**config.mk**
```make
export PLATFORM = sky130hd
export DESIGN_NAME = telnet_option_negotiator
export DESIGN_NICKNAME = d
export VERILOG_FILES = /design/src/hw/rtl/tno_pkg.sv /design/src/hw/rtl/telnet_option_negotiator.sv
export SDC_FILE = /design/constraint.sdc
export NUM_CORES = 1
export LEC_CHECK = 0
export BUFFER_PORTS_ARGS = -buffer_cell sky130_fd_sc_hd__buf_2
export CELL_PAD_IN_SITES_DETAIL_PLACEMENT = 1
export CELL_PAD_IN_SITES_GLOBAL_PLACEMENT = 1
export CORE_UTILIZATION = 50
export CTS_CLUSTER_DIAMETER = 80
export DETAILED_ROUTE_END_ITERATION = 12
export PLACE_DENSITY_LB_ADDON = 0.1
export SYNTH_ARGS = -nofsm -noshare
export SYNTH_HDL_FRONTEND = slang
export SYNTH_SLANG_ARGS = --single-unit
```
**constraint.sdc**
```tcl
create_clock -name clk_i -period 4.6 [get_ports clk_i]
set_input_delay 0.92 -clock clk_i [delete_from_list [all_inputs] [get_ports clk_i]]
set_output_delay 0.92 -clock clk_i [all_outputs]
set_load 0.05 [all_outputs]
```
**src/hw/rtl/tno_pkg.sv**
```systemverilog
// telnet option negotiator: shared types and protocol constants
// used by telnet_option_negotiator; no dependencies

package tno_pkg;

  // request codes on the input word
  localparam logic [1:0] REQ_BYTE = 2'd0;
  localparam logic [1:0] REQ_OPEN = 2'd1;
  localparam logic [1:0] REQ_LOST = 2'd2;

  // telnet bytes
  localparam logic [7:0] IAC_BYTE = 8'hFF;
  localparam logic [7:0] CMD_WILL = 8'hFB;
  localparam logic [7:0] CMD_WONT = 8'hFC;
  localparam logic [7:0] CMD_DO   = 8'hFD;
  localparam logic [7:0] CMD_DONT = 8'hFE;
  localparam logic [7:0] OPT_SGA  = 8'h03;
  localparam logic [7:0] OPT_ECHO = 8'h01;
  localparam logic [7:0] NUL_BYTE = 8'h00;
  localparam logic [7:0] NO_REPLY = 8'h00;

  // destinations
  localparam logic DEST_RX   = 1'b0;
  localparam logic DEST_PEER = 1'b1;

  typedef enum logic [3:0] {
    PH_IDLE = 4'b0001,
    PH_DATA = 4'b0010,
    PH_IAC  = 4'b0100,
    PH_CMD  = 4'b1000
  } phase_e;

  typedef struct packed {
    logic [1:0] req_type;
    logic [7:0] rx_byte;
  } in_word_t;

  typedef struct packed {
    logic [7:0] out_byte;
    logic       out_dest;
    logic       last_of_run;
  } out_word_t;

endpackage

```
**src/hw/rtl/telnet_option_negotiator.sv**
```systemverilog
// telnet option negotiator top level: escape decoding and reply generation
// depends on tno_pkg

// Usage
// in channel: one word per event (byte received, connection opened,
// connection lost); taken when in_valid_i is high and in_stall_o is low.
// out channel: bytes for the receive queue (out_dest 0) or reply bytes for
// the peer (out_dest 1); last_of_run marks the final word of one event.
// An event is held in an input register and decoded there against the
// connection state; its words then go to a run register that emits them
// one per cycle while out_stall_i is low. The first result word is offered
// once the event has been loaded from the input register into the run
// register. Events that give one word or none flow at one per cycle while
// out_stall_i is low; an IAC command option triple that draws a reply gives
// three words and so holds the run register until all three are taken.
// Reset: no connection, nothing pending, both valids low.
// When the receiver stalls, the current word holds; events that give no
// word are still taken, and once one that gives words sits in the input
// register, in_stall_o rises until the run register can take its words.
module telnet_option_negotiator
  import tno_pkg::*;
(
  input  logic      clk_i,
  input  logic      rst_ni,
  input  logic      in_valid_i,
  output logic      in_stall_o,
  input  in_word_t  in_data_i,
  output logic      out_valid_o,
  input  logic      out_stall_i,
  output out_word_t out_data_o
);

  logic      in_vld_q, in_vld_d;
  in_word_t  in_q;
  phase_e    phase_q, phase_d;
  logic      pnull_q, pnull_d;
  logic [7:0] pcmd_q, pcmd_d;

  logic [1:0] run_cnt_q, run_cnt_d;
  logic       run_reply_q;
  logic [7:0] run_byte_q;
  logic [7:0] run_opt_q;

  logic [1:0] dec_cnt;
  logic       dec_reply;
  logic [7:0] dec_byte;
  logic [7:0] reply_cmd;
  logic       load_ok;
  logic       adv;
  logic       pop;
  logic       load;

  function automatic logic [7:0] reply_of(input logic [7:0] cmd, input logic [7:0] opt);
    logic [7:0] r;
    r = NO_REPLY;
    if (cmd == CMD_WILL && opt == OPT_SGA) begin
      r = CMD_DO;
    end else if (cmd == CMD_DO && (opt == OPT_SGA || opt == OPT_ECHO)) begin
      r = CMD_WILL;
    end else if (cmd == CMD_WONT) begin
      r = CMD_DONT;
    end else if (cmd == CMD_DONT) begin
      r = CMD_WILL;
    end
    return r;
  endfunction

  assign reply_cmd = reply_of(pcmd_q, in_q.rx_byte);

  // decode the held event against the link state
  always_comb begin
    dec_cnt   = 2'd0;
    dec_reply = 1'b0;
    dec_byte  = in_q.rx_byte;
    phase_d   = phase_q;
    pnull_d   = pnull_q;
    pcmd_d    = pcmd_q;
    case (in_q.req_type)
      REQ_OPEN: begin
        if (phase_q == PH_IDLE) phase_d = PH_DATA;
      end
      REQ_LOST: begin
        phase_d = PH_IDLE;
      end
      REQ_BYTE: begin
        case (phase_q)
          PH_DATA: begin
            if (in_q.rx_byte == IAC_BYTE) begin
              phase_d = PH_IAC;
            end else if (in_q.rx_byte != NUL_BYTE || pnull_q) begin
              pnull_d = 1'b0;
              dec_cnt = 2'd1;
            end else begin
              pnull_d = 1'b1;
            end
          end
          PH_IAC: begin
            if (in_q.rx_byte == IAC_BYTE) begin
              phase_d = PH_DATA;
              dec_cnt = 2'd1;
            end else begin
              pcmd_d  = in_q.rx_byte;
              phase_d = PH_CMD;
            end
          end
          PH_CMD: begin
            phase_d = PH_DATA;
            if (reply_cmd != NO_REPLY) begin
              dec_cnt   = 2'd3;
              dec_reply = 1'b1;
              dec_byte  = reply_cmd;
            end
          end
          default: ;
        endcase
      end
      default: ;
    endcase
  end

  assign pop     = out_valid_o && !out_stall_i;
  assign load_ok = (run_cnt_q == 2'd0) || (run_cnt_q == 2'd1 && !out_stall_i);
  assign adv     = in_vld_q && ((dec_cnt == 2'd0) || load_ok);
  assign load    = adv && (dec_cnt != 2'd0);

  assign in_stall_o = in_vld_q && !adv;
  assign in_vld_d   = in_stall_o || in_valid_i;

  always_comb begin
    run_cnt_d = run_cnt_q;
    if (load) begin
      run_cnt_d = dec_cnt;
    end else if (pop) begin
      run_cnt_d = run_cnt_q - 2'd1;
    end
  end

  always_ff @(posedge clk_i or negedge rst_ni) begin
    if (!rst_ni) begin
      in_vld_q  <= 1'b0;
      phase_q   <= PH_IDLE;
      pnull_q   <= 1'b0;
      pcmd_q    <= 8'h00;
      run_cnt_q <= 2'd0;
    end else begin
      in_vld_q  <= in_vld_d;
      run_cnt_q <= run_cnt_d;
      if (adv) begin
        phase_q <= phase_d;
        pnull_q <= pnull_d;
        pcmd_q  <= pcmd_d;
      end
    end
  end

  always_ff @(posedge clk_i) begin
    if (in_valid_i && !in_stall_o) in_q <= in_data_i;
    if (load) begin
      run_reply_q <= dec_reply;
      run_byte_q  <= dec_byte;
      run_opt_q   <= in_q.rx_byte;
    end
  end

  // word selection within a run
  always_comb begin
    out_data_o.out_byte    = run_byte_q;
    out_data_o.out_dest    = DEST_RX;
    out_data_o.last_of_run = (run_cnt_q == 2'd1);
    if (run_reply_q) begin
      out_data_o.out_dest = DEST_PEER;
      case (run_cnt_q)
        2'd3:    out_data_o.out_byte = IAC_BYTE;
        2'd2:    out_data_o.out_byte = run_byte_q;
        default: out_data_o.out_byte = run_opt_q;
      endcase
    end
  end

  assign out_valid_o = (run_cnt_q != 2'd0);

`ifndef ASSERT_OFF
  a_single_run: assert property (@(posedge clk_i) disable iff (!rst_ni)
    (run_cnt_q != 2'd0 && !run_reply_q) |-> run_cnt_q == 2'd1)
    else $error("plain run longer than one word");

  a_reply_load: assert property (@(posedge clk_i) disable iff (!rst_ni)
    (load && dec_reply) |=> (run_cnt_q == 2'd3 && out_data_o.out_byte == IAC_BYTE))
    else $error("reply run did not start with IAC");

  a_in_hold: assert property (@(posedge clk_i) disable iff (!rst_ni)
    (in_vld_q && !adv) |=> (in_vld_q && $stable(in_q)))
    else $error("held event lost or overwritten");

  a_no_overrun: assert property (@(posedge clk_i) disable iff (!rst_ni)
    load |-> (run_cnt_q == 2'd0 || (run_cnt_q == 2'd1 && pop)))
    else $error("run register loaded over pending words");
`endif

endmodule

```
==> qor.csv, run 1 <==
metric,value,unit
outcome,"complete, no violations",
# Max-Cap Violations,0,
Arrival @ worst endpoint,2.46,ns
IO buf count,25,
post-CTS resize count,0,
Die ar.,4720,sq um
"FF+latch count, synth",43,
RSZ-0062 raised after global routing,no,
DRC Markers,0,
DRT Pass-1 Iters,4,
PD cells,509,nW/um^2
Post-synth EDFFs,27,
Synth Area in Adders,2.25,%
clock root buffer,clkbuf_8,
hold path depth,1,
crit-path cells,"nor4_4, and3_1, nand2_1, o211ai_4, nor4b_2, buf_2",
hold_sp,pnull_q,
Core Region,4140,sq um
Max VDD drop,0.306,mV
clk buf depth,2,
Final Setup Violations,0,
R2R depth,6,
Max Slew Vio Count,0,
floorplan row count,23,
Synth Area per Inst,12.0,sq um
Crit. End Element,primary output,
"Remaining Overflow, GRT",0,
worst r2r src,in_q[2],
Yosys top cell by area,edfxtp_1,
Clock Skews,0.00649,ns
HP Class,flip-flop to flip-flop,
vias per cell,5.89,
mux share of post-synthesis cell area,6.36,%
Mapped Cells,186,
period utilization,73.5,%
Compound-Gate Fraction of Synth Area,14.7,%
total track usage,23.0,%
CP Class,flip-flop to primary output,
Placed Instance Area,2380,sq um
most numerous cell in the Yosys netlist,edfxtp_1,
Vias,1550,
met3 Use GR,4.61,%
routability cong.,0.891,
number of CTS-inserted buffers,5,
Filler Cell Count,440,
postcts setup bufs,0,
Finished Cell Area,2460,sq um
Final Hold Viols,0,
hold_buf cts,0,
Starting Density,53.7,%
largest net degree at the start of global routing,18,
xor and xnor area share after synthesis,0.788,%
WL/cell,18.4,um
largest cells by area after synthesis,"edfxtp_1, dfrtp_1, mux2_2, inv_1, o22a_1",
capture point of the worst reg-to-reg path,in_q[8],
Routed WL,4830,um
CP Max Fanout,6,
worst skew pair latency,0.29,ns
"Async S/R FF share, synth",37.2,%
n_diodes,0,
Die Height,68.7,um
sequential share of the synthesized area,54.5,%
setup TNS,0,ns
CP max stage cell,edfxtp_1,
drt initial violations,63,
grt peak-use layer,met2,
first-pass GRT wire length,7620,um
Yosys cell types,54,
Least-Margin Pin Slew,0.876,ns
Storage cell area,1210,sq um
Yosys top cell area share,36.5,%
HPWL after detailed placement,3760,um
Die Wd,68.7,um
layout cells sized above 1,26.3,%
"Reg clk slew, reported paths",0.08,ns
clock sink count,43,
R2R setup slack,1.91,ns
CP peak stage delay,0.50,ns
Yosys warnings,0,
area of the multi-input gates,901,sq um
initial antenna violation count,0,
Post-Synth Simple-Gate Area,16.4,%
CP Launch Type,flip-flop,
Final min period,3.38,ns
Final ANT Viol Nets,0,
CTS tree,yes,
Synth Flop Type,edfxtp_1,
number of global-route vias before repair,1595,
Post-Syn Area,2220,sq um
area grow syn2layout,10.7,%
met1 usage,25.1,%
Critical Path RT,3.68,ns
Ports,26,
Lkg Pwr,0.00102,uW
Worst slew margin,41.5,%
syn nets,204,
Nets,230,
main combinational cell family by area after synthesis,simple AND/OR/NAND/NOR gates,
Hold Path Sink,pnull_q,
GRT met2 Usage,43.9,%
Max Freq,296,MHz
# H-tree levels,2,
Post-synth top cells,"edfxtp_1, inv_1, dfrtp_1, nor2_1, a21oi_1",
-- cells by family (layout without fill, tap and decap cells) --
| group | count (synthesis) | in the layout |
|---|---|---|
| buffers and inverters | 26 | 53 |
| XOR/XNOR | 2 | 2 |
| multiplexers | 12 | 12 |
| flip-flops | 43 | 43 |
| adder cells (fa/ha/maj) | 4 | 4 |
| AND/OR/NAND/NOR | 59 | 59 |
| AO/OA/AOI/OAI | 40 | 40 |
-- flip-flops by register name (all words and copies together) (netlist names) --
signal       flops
pnull_q          1
phase_q          4
in_q            10
pcmd_q           8
in_vld_q         1
run_reply_q      1
run_opt_q        8
run_cnt_q        2
run_byte_q       8
-- through the flow --
stage,hold slack (ns),std cells,power (uW),worst slack [ns],utilization (%)
after floorplan,0.482,186,923,1.37,-
after global placement,0.499,255,1000,1.64,57.3
after detailed placement,0.514,255,1030,1.57,57.3
after CTS,0.535,263,1260,1.21,59.4
after global routing,0.555,263,1320,1.05,59.4
final,0.527,263,1250,1.22,59.4
-- worst max-delay path: cells and delay by family, from the launching register on --
kind                   cells  cell delay [ns]
AOI/OAI and AO/OA          1             0.29
DFF                        1             0.50
buffers and inverters      1             0.32
and+or+nand+nor            4             1.06
-- area by class of cell --
cell class / instances / area share [%]
flip-flops and latches: 43 / 49.3
repair buffers: 25 / 5.08
inverters: 20 / 3.05
clock inverters: 2 / 0.508
well taps: 50 / 2.54
multi-input cells: 117 / 36.6
clock buffers: 6 / 2.95
-- layer usage --
| metal | up-vias | routed length (um) |
|---|---|---|
| li1 | 731 | - |
| met1 | 780 | 2040 |
| met2 | 32 | 2580 |
| met3 | 7 | 139 |
| met4 | 0 | 68 |
| met5 | - | 0 |
-- worst max path at each step --
stage	cells past startpoint	start	to	slack, ns
2_1_floorplan	5	in_q[2]	in_stall_o	1.37
3_3_place_gp	6	in_q[2]	in_stall_o	1.64
3_5_place_dp	6	in_q[2]	in_stall_o	1.57
4_1_cts	6	in_q[2]	in_stall_o	1.21
5_1_grt	6	in_q[2]	in_stall_o	1.05
6_report	6	in_q[2]	in_stall_o	1.22
-- report_power, final --
| group | internal, uW | leakage [uW] | total (uW) | switching, uW |
|---|---|---|---|---|
| Clock | 106 | 0.0000412 | 229 | 123 |
| Sequential | 483 | 0.000456 | 571 | 88.4 |
| Combinational | 178 | 0.000519 | 451 | 274 |
-- cell usage in the layout (no fill, tap or decap), types with 2 or more instances in the layout --
cell type and instances:
a21oi_1 10, nand3_1 3, nor2_1 15, nor4_1 3, a22o_1 3, buf_2 25, mux2_4 2, ha_1 4
nand2_1 8, o21ai_0 4, dfrtp_1 15, clkbuf_8 5, and3_1 2, or2b_1 4, nand2b_1 4, nor4b_2 2
or2_2 2, o22a_1 8, a22oi_1 2, inv_1 19, nor2b_1 2, nor3_1 3, mux2_2 9, edfxtp_1 27
nand4_1 3
Note: power is estimated with default switching activity, not from simulation.
==> inputs of run 2 (changes only) <==
Settings changed: CORE_UTILIZATION 50 to 42.
Clock period 4.6 ns to 3.1 ns, I/O delays scaled along.
==> qor.csv, run 2 (synthesis results as in run 1) <==
metric,value,unit,change
outcome,"complete, no violations",,unchanged
CP Launch Type,flip-flop,,unchanged
Max Freq,342,MHz,
Critical Path RT,2.48,ns,was 3.68 ns
number of CTS-inserted buffers,5,,unchanged
Starting Density,43.5,%,was 53.7%
Ports,26,,unchanged
max reg flops,10,,unchanged
floorplan row count,26,,was 23
IO buf count,25,,unchanged
routability cong.,0.854,,was 0.891
Worst slew margin,42.5,%,was 41.5%
worst skew pair latency,0.30,ns,was 0.29 ns
initial antenna violation count,0,,unchanged
PD cells,758,nW/um^2,was 509 nW/um^2
drt initial violations,46,,was 63
Top reg by flops,in_q,,unchanged
area grow syn2layout,15.0,%,was 10.7%
Arrival @ worst endpoint,2.30,ns,was 2.46 ns
first-pass GRT wire length,7930,um,was 7620 um
Least-Margin Pin Slew,0.860,ns,was 0.876 ns
clock root buffer,clkbuf_8,,unchanged
period utilization,94.3,%,
HP Class,input pin to async pin,,was flip-flop to flip-flop
area of the multi-input gates,910,sq um,was 901 sq um
Vias,1585,,"was 1,550"
fin util,50.0,%,was 59.4%
Lkg Pwr,0.00106,uW,was 0.00102 uW
Clock Skews,0.00718,ns,was 0.00649 ns
Final Hold Viols,0,,unchanged
clk buf depth,2,,unchanged
RSZ-0062 raised after global routing,no,,unchanged
"leading cell types in the layout, fill and taps excluded","edfxtp_1, buf_2, inv_1, nor2_1, dfrtp_1",,unchanged
Die Wd,74.8,um,was 68.7 um
DRT Pass-1 Iters,4,,unchanged
Final min period,2.92,ns,
final setup margin,0.177,ns,was 1.22 ns
Crit. End Element,primary output,,unchanged
Final ANT Viol Nets,0,,unchanged
"Reg clk slew, reported paths",0.08,ns,about the same
# Max-Cap Violations,0,,unchanged
hold_ws,0.240,ns,was 0.527 ns
Core Region,5110,sq um,was 4140 sq um
setup TNS,0,ns,unchanged
# H-tree levels,2,,unchanged
HPWL after detailed placement,3800,um,was 3760 um
Total Power,1940,uW,was 1250 uW
total track usage,19.7,%,was 23.0%
Routed WL,4990,um,was 4830 um
Nets,236,,was 230
"worst slack, placed",0.312,ns,was 1.57 ns
Storage cell area,1210,sq um,unchanged
n_diodes,0,,unchanged
largest net degree at the start of global routing,18,,unchanged
CP Class,flip-flop to primary output,,unchanged
Max Slew Vio Count,0,,unchanged
Die ar.,5590,sq um,was 4720 sq um
DRC Markers,0,,unchanged
CP Max Fanout,5,,was 6
Max VDD drop,0.405,mV,was 0.306 mV
layout cells sized above 1,28.8,%,was 26.3%
Final Setup Violations,0,,unchanged
Filler Cell Count,558,,was 440
"most common cell after layout, fill and taps aside",edfxtp_1,,unchanged
Die Height,74.8,um,was 68.7 um
WL/cell,17.3,um,was 18.4 um
number of global-route vias before repair,1628,,"was 1,595"
vias per cell,5.48,,was 5.89
clock sink count,43,,unchanged
"Remaining Overflow, GRT",0,,unchanged
CTS tree,yes,,unchanged
run 2: cell count changes in the layout (fill, tap and decap cells not counted):
| cell | change |
|---|---|
| buf_2 | -1 |
| clkinv_2 | -1 |
| clkbuf_1 | -1 |
| clkbuf_8 | +1 |
| clkinv_4 | +1 |
| nor4b_2 | -1 |
| buf_4 | +7 |
| nor4b_4 | +1 |
run 2: routing by layer:
| layer | vias up | track usage (%) | wire length [um] |
|---|---|---|---|
| li1 | 746 | - | - |
| met1 | 800 | 22.8 | 2130 |
| met2 | 30 | 36.2 | 2650 |
| met3 | 9 | 3.88 | 148 |
| met4 | 0 | 6.92 | 72 |
| met5 | - | 0 | 0 |
run 2: final cells by class:
class                           count  area share (%)
Clock inverter                      2           0.636
Tap cell                           70            3.43
Timing Repair Buffer               31            6.75
Clock buffer                        6            3.23
Inverter                           20            2.94
Sequential cell                    43            47.4
Multi-Input combinational cell    117            35.6
run 2: power by group:
group	internal, uW	switching (uW)	total [uW]
Combinational	299	415	713
Sequential	716	130	845
Clock	182	197	379
Total	1200	741	1940
run 2: timing repair:
| action | in CTS | in global routing |
|---|---|---|
| pin swaps | 0 | 1 |
| hold buffers | 0 | 0 |
| setup endpoints to repair | 1 | 1 |
| resized for setup | 1 | 1 |
| setup buffers | 0 | 4 |
run 2: per-stage QoR:
stage          cells  area, sq um
2_1_floorplan    186         2220
3_3_place_gp     277         2420
3_5_place_dp     277         2420
4_1_cts          285         2520
5_1_grt          289         2560
6_report         289         2560
run 2: worst paths after layout:
| check | to | slack (ns) | startpoint | cells past startpoint |
|---|---|---|---|---|
| max in group asynchronous | phase_q[0] | 2.54 | rst_ni | 1 |
| hold reg to reg | pcmd_q[6] | 0.55 | pcmd_q[6] | 1 |
| setup reg to reg | in_q[4] | 0.49 | in_q[3] | 6 |
| setup / recovery | in_stall_o | 0.18 | in_q[3] | 6 |
| min in group clk_i | in_q[9] | 0.49 | in_data_i[9] | 1 |
| hold / removal | phase_q[2] | 0.24 | rst_ni | 1 |
run 2: critical path: stages, from the launching register on:
cell and delay (ns):
edfxtp_1 0.48, nor4_4 0.33, and3_1 0.25, nand2_1 0.15, o211ai_4 0.26, nor4b_4 0.28
buf_4 0.25
==> inputs of run 3 (changes only) <==
Settings changed: PLACE_DENSITY set to 0.8, PLACE_DENSITY_LB_ADDON 0.1 to unset.
==> qor.csv, run 3 (synthesis results as in run 1) <==
metric,value,unit,change
outcome,"complete, no violations",,unchanged
CP Class,flip-flop to primary output,,unchanged
capture point of the worst reg-to-reg path,in_q[6],,was in_q[4]
DRC Markers,0,,unchanged
DRT Pass-1 Iters,4,,unchanged
IO buf count,25,,unchanged
total track usage,18.2,%,was 19.7%
n_diodes,0,,unchanged
Die ar.,5590,sq um,unchanged
max reg flops,10,,unchanged
area of the multi-input gates,910,sq um,unchanged
CP peak stage delay,0.48,ns,about the same
HPWL after detailed placement,3630,um,was 3800 um
clock sink count,43,,unchanged
"Reg clk slew, reported paths",0.08,ns,about the same
Ports,26,,unchanged
number of CTS-inserted buffers,5,,unchanged
crit-path cells,"nor4_4, and3_1, nand2_1, o211ai_4, nor4b_4, buf_4",,unchanged
worst skew pair latency,0.30,ns,about the same
Vias,1522,,"was 1,585"
Worst slew margin,36.9,%,was 42.5%
setup TNS,0,ns,unchanged
Clock Skews,0.00674,ns,was 0.00718 ns
Storage cell area,1210,sq um,unchanged
CP Max Fanout,6,,was 5
floorplan row count,26,,unchanged
Nets,232,,was 236
Max Slew Vio Count,0,,unchanged
Filler Cell Count,575,,was 558
Max VDD drop,0.341,mV,was 0.405 mV
Least-Margin Pin Slew,0.945,ns,was 0.860 ns
clock root buffer,clkbuf_8,,unchanged
Finished Layout Cells,285,,was 289
largest net degree at the start of global routing,18,,unchanged
# H-tree levels,2,,unchanged
Total Power,1870,uW,was 1940 uW
# Max-Cap Violations,0,,unchanged
Top reg by flops,in_q,,unchanged
Final ANT Viol Nets,0,,unchanged
placed insts,276,,was 277
"leading cell types in the layout, fill and taps excluded","edfxtp_1, buf_2, inv_1, nor2_1, dfrtp_1",,unchanged
number of global-route vias before repair,1560,,"was 1,628"
hold_buf cts,0,,unchanged
"Remaining Overflow, GRT",0,,unchanged
CTS tree,yes,,unchanged
clk buf depth,2,,unchanged
initial antenna violation count,0,,unchanged
RSZ-0062 raised after global routing,no,,unchanged
R2R depth,6,,unchanged
Final min period,2.95,ns,was 2.92 ns
CP max stage cell,edfxtp_1,,unchanged
Final Hold Viols,0,,unchanged
Starting Density,43.5,%,unchanged
Routed WL,4600,um,was 4990 um
Core Region,5110,sq um,unchanged
Max Freq,339,MHz,was 342 MHz
PD cells,744,nW/um^2,was 758 nW/um^2
area grow syn2layout,13.0,%,was 15.0%
Die Wd,74.8,um,unchanged
Lkg Pwr,0.00103,uW,was 0.00106 uW
layout cells sized above 1,27.0,%,was 28.8%
drt initial violations,86,,was 46
Crit. End Element,primary output,,unchanged
Critical Path RT,2.48,ns,about the same
worst r2r src,in_q[2],,was in_q[3]
R2R setup slack,0.39,ns,was 0.49 ns
Die Height,74.8,um,unchanged
CP Launch Type,flip-flop,,unchanged
vias per cell,5.34,,was 5.48
period utilization,95.3,%,was 94.3%
"most common cell after layout, fill and taps aside",edfxtp_1,,unchanged
first-pass GRT wire length,7460,um,was 7930 um
WL/cell,16.1,um,was 17.3 um
HP Class,input pin to async pin,,unchanged
Arrival @ worst endpoint,2.33,ns,was 2.30 ns
Final Setup Violations,0,,unchanged
routability cong.,0.880,,was 0.854
==> run 3: cell types whose count changed in the layout (fill, tap and decap cells not counted) <==
| cell | before | now |
|---|---|---|
| clkbuf_1 | 0 | 1 |
| clkinv_2 | 0 | 1 |
| clkinv_4 | 1 | 0 |
| clkbuf_8 | 6 | 5 |
| buf_4 | 7 | 3 |
==> run 3: cell type report <==
class | instances | share of cell area [%]
Clock buffer | 6 | 2.89
Clock inverter | 2 | 0.498
Inverter | 20 | 2.99
Multi-Input combinational cell | 117 | 36.2
Sequential cell | 43 | 48.3
Tap cell | 70 | 3.49
Timing Repair Buffer | 27 | 5.68
==> run 3: worst max-delay path by stage <==
stage | from | end | slack (ns) | depth (start not counted)
after floorplan | in_q[2] | in_q[0] | 0.02 | 6
after detailed placement | in_q[2] | in_q[4] | 0.27 | 6
after global routing | in_q[2] | in_stall_o | 0.01 | 6
after CTS | in_q[2] | in_stall_o | 0.03 | 6
final | in_q[2] | in_stall_o | 0.15 | 6
after global placement | in_q[2] | in_q[5] | 0.43 | 6
==> run 3: power breakdown <==
| part | internal, uW | leakage, uW | switching, uW |
|---|---|---|---|
| logic | 276 | 0.000533 | 409 |
| clock network | 157 | 0.0000412 | 188 |
| registers | 716 | 0.000456 | 123 |
==> run 3: worst max-delay path, delay by kind of cell (launching register included) <==
kind            cells  cell delay, ns
buf+inv             1            0.24
flops               1            0.48
compound gates      1            0.28
simple gates        4            1.03
==> run 3: repair_timing <==
item	CTS	global route
setup buffers	0	1
resized for setup	1	1
setup endpoints to repair	1	1
==> run 3: per-layer routing <==
layer	GRT usage, %	vias up	wire, um
li1	-	741	-
met1	22.2	734	1990
met2	31.3	37	2350
met3	3.88	10	172
met4	7.34	0	90
met5	0	-	0
==> run 3: stage by stage <==
step                hold WS [ns]  setup slack (ns)  utilization (%)  area (sq um)
finish                     0.225             0.146             49.2          2510
CTS                        0.232            0.0343             48.9          2500
global route               0.253            0.0100             49.2          2510
detailed placement         0.518             0.275             47.2          2410
global placement           0.505             0.429             47.2          2410
floorplan                  0.324            0.0229                -          2220
